**src/rtl/pli_pkg.sv**
```systemverilog
package pli_pkg;

	// table geometry
	localparam int MAX_POINTS = 32;
	localparam int PT_IDX_W   = $clog2(MAX_POINTS);
	localparam int CNT_W      = $clog2(MAX_POINTS + 1);
	localparam int DATA_W     = 32;

	// configuration port
	localparam int CFG_IDX_W  = 1;
	localparam int CFG_DATA_W = 6;
	localparam logic [CFG_IDX_W-1:0] REG_POINTS_IN_USE  = 1'b0;
	localparam logic [CFG_IDX_W-1:0] REG_ERROR_ON_RANGE = 1'b1;
	localparam logic [CNT_W-1:0]     POINTS_RESET       = CNT_W'(2);

	// request function codes
	localparam logic FUNC_WRITE = 1'b0;
	localparam logic FUNC_EVAL  = 1'b1;

	// divider: quotient bits left once saturation is ruled out
	localparam int DIV_STEPS = DATA_W - 1;
	localparam int DIV_CNT_W = $clog2(DIV_STEPS);

	localparam logic [DATA_W-1:0] SAT_MAX = {1'b0, {(DATA_W-1){1'b1}}};
	localparam logic [DATA_W-1:0] SAT_MIN = {1'b1, {(DATA_W-1){1'b0}}};

	typedef enum logic [3:0] {
		ST_IDLE,
		ST_RANGE,
		ST_CHECK,
		ST_SCAN,
		ST_END_Y,
		ST_MUL_A,
		ST_MUL_B,
		ST_SUM,
		ST_ABS,
		ST_PREP,
		ST_DIV,
		ST_QUOT,
		ST_DONE
	} pli_state_t;

	// controller to datapath
	typedef struct packed {
		logic                wr_pt;
		logic                ld_v;
		logic                rd_en;
		logic [PT_IDX_W-1:0] rd_a;
		logic [PT_IDX_W-1:0] rd_b;
		logic                mul_a;
		logic                mul_b;
		logic                sum;
		logic                absv;
		logic                prep;
		logic                div_step;
		logic                ld_res_zero;
		logic                ld_res_y;
		logic                ld_res_quot;
		logic                ld_out;
	} pli_cmd_t;

	// datapath to controller
	typedef struct packed {
		logic below;
		logic above;
		logic hit;
		logic sat;
	} pli_sts_t;

endpackage

```
**src/rtl/pli_ctrl.sv**
```systemverilog
module pli_ctrl (
	input  logic               clk,
	input  logic               arst_n,
	input  logic               in_valid,
	input  logic               in_func,
	output logic               in_ready,
	output logic               out_valid,
	input  logic               out_ready,
	input  logic               cfg_valid,
	input  logic [pli_pkg::CFG_IDX_W-1:0]  cfg_index,
	input  logic [pli_pkg::CFG_DATA_W-1:0] cfg_data,
	output logic               cfg_ready,
	output pli_pkg::pli_cmd_t  cmd,
	input  pli_pkg::pli_sts_t  sts
);
	import pli_pkg::*;

	pli_state_t            state_q, state_d;
	logic [CNT_W-1:0]      points_q;
	logic                  err_mode_q;
	logic [PT_IDX_W-1:0]   k_q;
	logic                  tst_q;
	logic [DIV_CNT_W-1:0]  div_cnt_q;
	logic                  out_valid_q;
	logic [PT_IDX_W-1:0]   last_idx;
	logic                  accept;
	logic                  seg_hit;
	logic                  all_issued;
	logic                  out_free;

	assign cfg_ready = 1'b1;
	assign in_ready  = (state_q == ST_IDLE);
	assign accept    = in_valid && in_ready;
	assign out_valid = out_valid_q;
	assign out_free  = !out_valid_q || out_ready;

	// index of the last live breakpoint, count clamped to 2..MAX_POINTS
	always_comb begin
		priority if (points_q < CNT_W'(2)) begin
			last_idx = PT_IDX_W'(1);
		end else if (points_q > CNT_W'(MAX_POINTS)) begin
			last_idx = PT_IDX_W'(MAX_POINTS - 1);
		end else begin
			last_idx = PT_IDX_W'(points_q - CNT_W'(1));
		end
	end

	assign seg_hit    = tst_q && sts.hit;
	assign all_issued = (k_q == last_idx);

	// next state
	always_comb begin
		state_d = state_q;
		unique case (state_q)
			ST_IDLE: begin
				if (accept && in_func == FUNC_EVAL) state_d = ST_RANGE;
			end
			ST_RANGE: state_d = ST_CHECK;
			ST_CHECK: begin
				if (sts.below || sts.above) begin
					state_d = err_mode_q ? ST_DONE : ST_END_Y;
				end else begin
					state_d = ST_SCAN;
				end
			end
			ST_SCAN: begin
				priority if (seg_hit) state_d = ST_MUL_A;
				else if (all_issued) state_d = ST_END_Y;
				else state_d = ST_SCAN;
			end
			ST_END_Y: state_d = ST_DONE;
			ST_MUL_A: state_d = ST_MUL_B;
			ST_MUL_B: state_d = ST_SUM;
			ST_SUM:   state_d = ST_ABS;
			ST_ABS:   state_d = ST_PREP;
			ST_PREP:  state_d = ST_DIV;
			ST_DIV: begin
				if (sts.sat || div_cnt_q == DIV_CNT_W'(DIV_STEPS - 1)) state_d = ST_QUOT;
			end
			ST_QUOT: state_d = ST_DONE;
			ST_DONE: begin
				if (out_free) state_d = ST_IDLE;
			end
			default: state_d = ST_IDLE;
		endcase
	end

	// datapath commands
	always_comb begin
		cmd = '0;
		unique case (state_q)
			ST_IDLE: begin
				cmd.wr_pt = accept && in_func == FUNC_WRITE;
				cmd.ld_v  = accept && in_func == FUNC_EVAL;
			end
			ST_RANGE: begin
				cmd.rd_en = 1'b1;
				cmd.rd_a  = '0;
				cmd.rd_b  = last_idx;
			end
			ST_CHECK: begin
				if (sts.below || sts.above) begin
					cmd.ld_res_zero = err_mode_q;
					cmd.rd_en       = !err_mode_q;
					cmd.rd_a        = sts.below ? '0 : last_idx;
					cmd.rd_b        = last_idx;
				end
			end
			ST_SCAN: begin
				priority if (seg_hit) begin
					cmd.rd_en = 1'b0;
				end else if (all_issued) begin
					// no segment holds the sample: fall back to the last ordinate
					cmd.rd_en = 1'b1;
					cmd.rd_a  = last_idx;
					cmd.rd_b  = last_idx;
				end else begin
					cmd.rd_en = 1'b1;
					cmd.rd_a  = k_q;
					cmd.rd_b  = k_q + PT_IDX_W'(1);
				end
			end
			ST_END_Y: cmd.ld_res_y = 1'b1;
			ST_MUL_A: cmd.mul_a    = 1'b1;
			ST_MUL_B: cmd.mul_b    = 1'b1;
			ST_SUM:   cmd.sum      = 1'b1;
			ST_ABS:   cmd.absv     = 1'b1;
			ST_PREP:  cmd.prep     = 1'b1;
			ST_DIV:   cmd.div_step = !sts.sat;
			ST_QUOT:  cmd.ld_res_quot = 1'b1;
			ST_DONE:  cmd.ld_out   = out_free;
			default:  cmd = '0;
		endcase
	end

	// state and counters
	always_ff @(posedge clk or negedge arst_n) begin
		if (!arst_n) begin
			state_q   <= ST_IDLE;
			k_q       <= '0;
			tst_q     <= 1'b0;
			div_cnt_q <= '0;
		end else begin
			state_q <= state_d;
			tst_q   <= (state_q == ST_SCAN) && !seg_hit && !all_issued;
			if (state_q == ST_CHECK) begin
				k_q <= '0;
			end else if (state_q == ST_SCAN && !seg_hit && !all_issued) begin
				k_q <= k_q + PT_IDX_W'(1);
			end
			if (state_q == ST_PREP) begin
				div_cnt_q <= '0;
			end else if (cmd.div_step) begin
				div_cnt_q <= div_cnt_q + DIV_CNT_W'(1);
			end
		end
	end

	// result slot occupancy
	always_ff @(posedge clk or negedge arst_n) begin
		if (!arst_n) begin
			out_valid_q <= 1'b0;
		end else if (cmd.ld_out) begin
			out_valid_q <= 1'b1;
		end else if (out_ready) begin
			out_valid_q <= 1'b0;
		end
	end

	// configuration registers
	always_ff @(posedge clk or negedge arst_n) begin
		if (!arst_n) begin
			points_q   <= POINTS_RESET;
			err_mode_q <= 1'b0;
		end else if (cfg_valid && cfg_ready) begin
			unique case (cfg_index)
				REG_POINTS_IN_USE:  points_q   <= cfg_data;
				REG_ERROR_ON_RANGE: err_mode_q <= cfg_data[0];
				default: ;
			endcase
		end
	end

endmodule

```
**config.mk**
```make
export PLATFORM = sky130hd
export DESIGN_NAME = pli_ctrl
export DESIGN_NICKNAME = d
export VERILOG_FILES = /design/src/rtl/pli_pkg.sv /design/src/rtl/pli_ctrl.sv
export SDC_FILE = /design/constraint.sdc
export NUM_CORES = 1
export LEC_CHECK = 0
export BUFFER_PORTS_ARGS = -buffer_cell sky130_fd_sc_hd__clkbuf_2
export CAP_MARGIN = 15
export CELL_PAD_IN_SITES_DETAIL_PLACEMENT = 2
export CELL_PAD_IN_SITES_GLOBAL_PLACEMENT = 2
export CORE_ASPECT_RATIO = 1.75
export CORE_MARGIN = 2
export CORE_UTILIZATION = 30
export DETAILED_ROUTE_END_ITERATION = 8
export HOLD_SLACK_MARGIN = 0.05
export PLACE_DENSITY_LB_ADDON = 0.1
export SYNTH_ARGS = -nofsm -noshare
export SYNTH_HDL_FRONTEND = slang
export SYNTH_SLANG_ARGS = --single-unit
```
**constraint.sdc**
```tcl
create_clock -name clk -period 3 [get_ports clk]
set_input_delay 0.15 -clock clk [delete_from_list [all_inputs] [get_ports clk]]
set_output_delay 0.15 -clock clk [all_outputs]
set_load 0.03 [all_outputs]
```
==> results.yml <==
timing:
  clock-skew-final_ps: 1.50
  timing.slew.headroom: 0.550
  finalHoldViolCount: 0
  fmax_ghz: 0.351
  worst-slew-pin-transition_ps: 674
  setup_violating_endpoint_count_in_the_final_report: 0
  unrepaired_setup_endpoints_after_global_routing: "false"
  fin_setup_tns_ps: 0
  final.min_clock_period_ps: 2850
  report.final.slew_viol_count: 0
  final_min_period_over_clock_period: 0.951
placement:
  finalWeightedCongestion: 0.762
  dpl.hpwl_um: 5720
  cell_total_after_placement: 367
  detailed_place.area_um2: 2310
  portBuffers: 41
critical_path:
  critical-path-max-stage-delay_ps: 590
  crit_path_end: "cmd[13]"
  critical_path_class: "flip-flop to primary output"
  regToRegStartpoint: "points_q[1]$_DFFE_PN1P_"
  cp.required_ps: 2850
  worstRegToRegCells: 10
  cp_cell_sequence: "or4_4 > o21a_4 > o311a_4 > a21o_4 > and3_1 > o32ai_2 > buf_4"
  reg2reg_slack_ps: 490
  worstSetupStartpointType: "flip-flop"
  crit_path_slowest_cell: "or4_4"
  critical_path.reg2reg.endpoint: "k_q[1]$_DFFE_PN0P_"
  critical_path_peak_fanout: 10
  crit_arrival_ps: 2700
  crit_path_start: "points_q[2]$_DFFE_PN0P_"
  setup.worst_path.end_class: "primary output"
global_routing:
  final_global_route_overflow_total: 0
  grt_use_total: 0.216
  wire_length_of_the_first_global_routing_pass_um: 12000
  first_global_vias: 2274
  maximum_number_of_pins_on_one_net_before_global_route_repair: 24
  number_of_antenna_violations_at_the_first_check_in_global_routing: 0
yosys:
  synth-edff-count: 0
  ys_top_cells_by_count: "nand2_1 (26), dfrtp_1 (22), nor2_1 (20)"
  synth.distinct_cells: 54
  yosysTopAreaCellShare: 0.277
  synth.cell_area_um2: 1980
  postSynthRegisterBits: 23
  yosys_warnings: 0
  synth_sequential_area_ratio: 0.291
  yosysTopAreaCell: "dfrtp_1"
  ys_top_cells_by_area: "dfrtp_1 (28%), nand2_1 (4.9%), nor2_1 (3.8%)"
  postSynthAreaPerCell_um2: 7.84
  dominantRegCellSynth: "dfrtp_1"
  syn_inst: 253
  asr_flop_ratio_synth: 1.00
  yosysMostFrequentCell: "nand2_1"
  synth.net_count: 274
run:
  max_cap_violations: 0
final_layout:
  final-seq-area_um2: 577
  finish.net_count: 315
  fill_cells: 768
  finalInstanceArea_um2: 2510
  n_antenna_cell: 0
  post_route_cells_drive_above_1_share: 0.304
  multi_input_area_um2: 1370
  final-instance-count-excl-fill: 375
  area_delta_synth_final_pct: 26.5
routing:
  vias_per_cell: 5.68
  total_wirelength_of_the_detailed_routed_design_um: 7280
  dr.first_iter.drc_count: 71
  detailed_routing_iteration_count_for_the_pre_antenna_repair_pass: 4
  vias: 2131
  drt.antenna.violating_nets: 0
  drc: 0
  wl_per_cell_um: 19.4
pwr:
  vdd_drop_max_mv: 0.385
  total_leakage_power_nw: 1.07
  cellPowerDensity_nw_per_um2: 864
clock_network:
  clock_path_buffers: 2
  cts-htree-levels: 1
  cts_tree: "built"
  cts_num_sinks: 23
  clk-insertion-delay-late_ps: 270
  clk_pin_slew_worst_paths_ps: 70
  number_of_buffers_added_by_the_clock_tree_synthesis_step: 3
  ctsRootBufferMaster: "clkbuf_16"
floorplanning:
  floorplan.initialDensity: 0.306
  die_x_um: 65.5
  io-pin-count: 43
  row_count: 39
  die_area_um2: 7310
  fp.dieH_um: 112
  placeable_core_region_um2: 6490
worst_hold_path:
  hp-class: "input port to flip-flop"
  hold_path.startpoint: "cfg_data[4]"
  min_path_cells: 3
status:
  outcome: "finished clean"
-- flip-flops by register name, indices dropped and copies added, names as in the netlist --
name        count
state_q         4
tst_q           1
points_q        6
div_cnt_q       5
out_valid       1
err_mode_q      1
k_q             5
-- through the flow --
step	hold WS [ps]	worst slack [ps]	utilization	total power, mW
2_1_floorplan	-146	211	-	1.39
3_3_place_gp	203	173	0.356	1.78
3_5_place_dp	227	114	0.356	1.80
4_1_cts	100	16.4	0.377	2.15
5_1_grt	123	1.85	0.387	2.34
6_report	97.0	147	0.387	2.17
-- timing repair --
action | 4_1_cts | 5_1_grt
setup buffers | 0 | 3
hold buffers | 1 | 0
pin swaps | 2 | 3
endpoints found under the setup margin | 5 | 4
resized for setup | 12 | 14
hold endpoints to repair | 22 | 0
-- power breakdown --
part | total [mW] | switching [mW] | internal [mW]
Clock | 0.320 | 0.138 | 0.182
Combinational | 1.31 | 0.833 | 0.479
Sequential | 0.538 | 0.140 | 0.398
Total | 2.17 | 1.11 | 1.06
-- logic make-up (layout without fill, tap and decap cells) --
kind of cell | count (synthesis) | after routing | share of synthesized area
fa+ha+maj | 4 | 4 | 0.0252
compound gates | 70 | 70 | 0.258
flops | 23 | 23 | 0.291
simple gates | 107 | 107 | 0.274
xor+xnor | 11 | 11 | 0.0485
mux | 6 | 6 | 0.0328
buf+inv | 31 | 71 | 0.0687
other cells | 1 | 1 | 0.00189
-- layer usage --
metal,GRT usage,routed length (µm),vias to the layer above,share of wire
li1,-,-,1006,-
met3,0.0212,129,7,0.018
met5,0,0,-,0
met4,0.0569,95,0,0.013
met1,0.222,2720,1088,0.37
met2,0.439,4340,30,0.60
-- layout by cell type, fill, tap and decap left out, drive strengths merged, types with 9 or more instances in the layout --
| cell | netlist | final |
|---|---|---|
| nor2 | 21 | 21 |
| nand2 | 26 | 26 |
| nand3 | 9 | 9 |
| nor3 | 12 | 12 |
| a21oi | 11 | 11 |
| o21ai | 12 | 12 |
| buf | 5 | 20 |
| dfrtp | 22 | 22 |
| clkbuf | 18 | 41 |
-- how the worst min path moves through the flow --
stage | endpoint
after global placement | out_valid$_DFFE_PN0P_
final | points_q[4]$_DFFE_PN0P_
after detailed placement | out_valid$_DFFE_PN0P_
after floorplan | div_cnt_q[0]$_DFFE_PN0P_
after global routing | points_q[3]$_DFFE_PN0P_
after CTS | points_q[4]$_DFFE_PN0P_
-- layout make-up --
class,count,share of cell area
Clock inverter,1,0.00299
Sequential cell,23,0.230
Inverter,8,0.0120
Timing Repair Buffer,59,0.141
Multi-Input combinational cell,199,0.544
Clock buffer,3,0.0299
Tap cell,82,0.0409
-- critical path, delay by kind of cell (launching register included) --
| family | cells | cell delay (ps) |
|---|---|---|
| AO/OA/AOI/OAI | 4 | 1070 |
| AND/OR/NAND/NOR | 2 | 750 |
| flip-flops | 1 | 400 |
| buffers and inverters | 1 | 200 |
No activity file was read; power rests on OpenSTA's default activity.
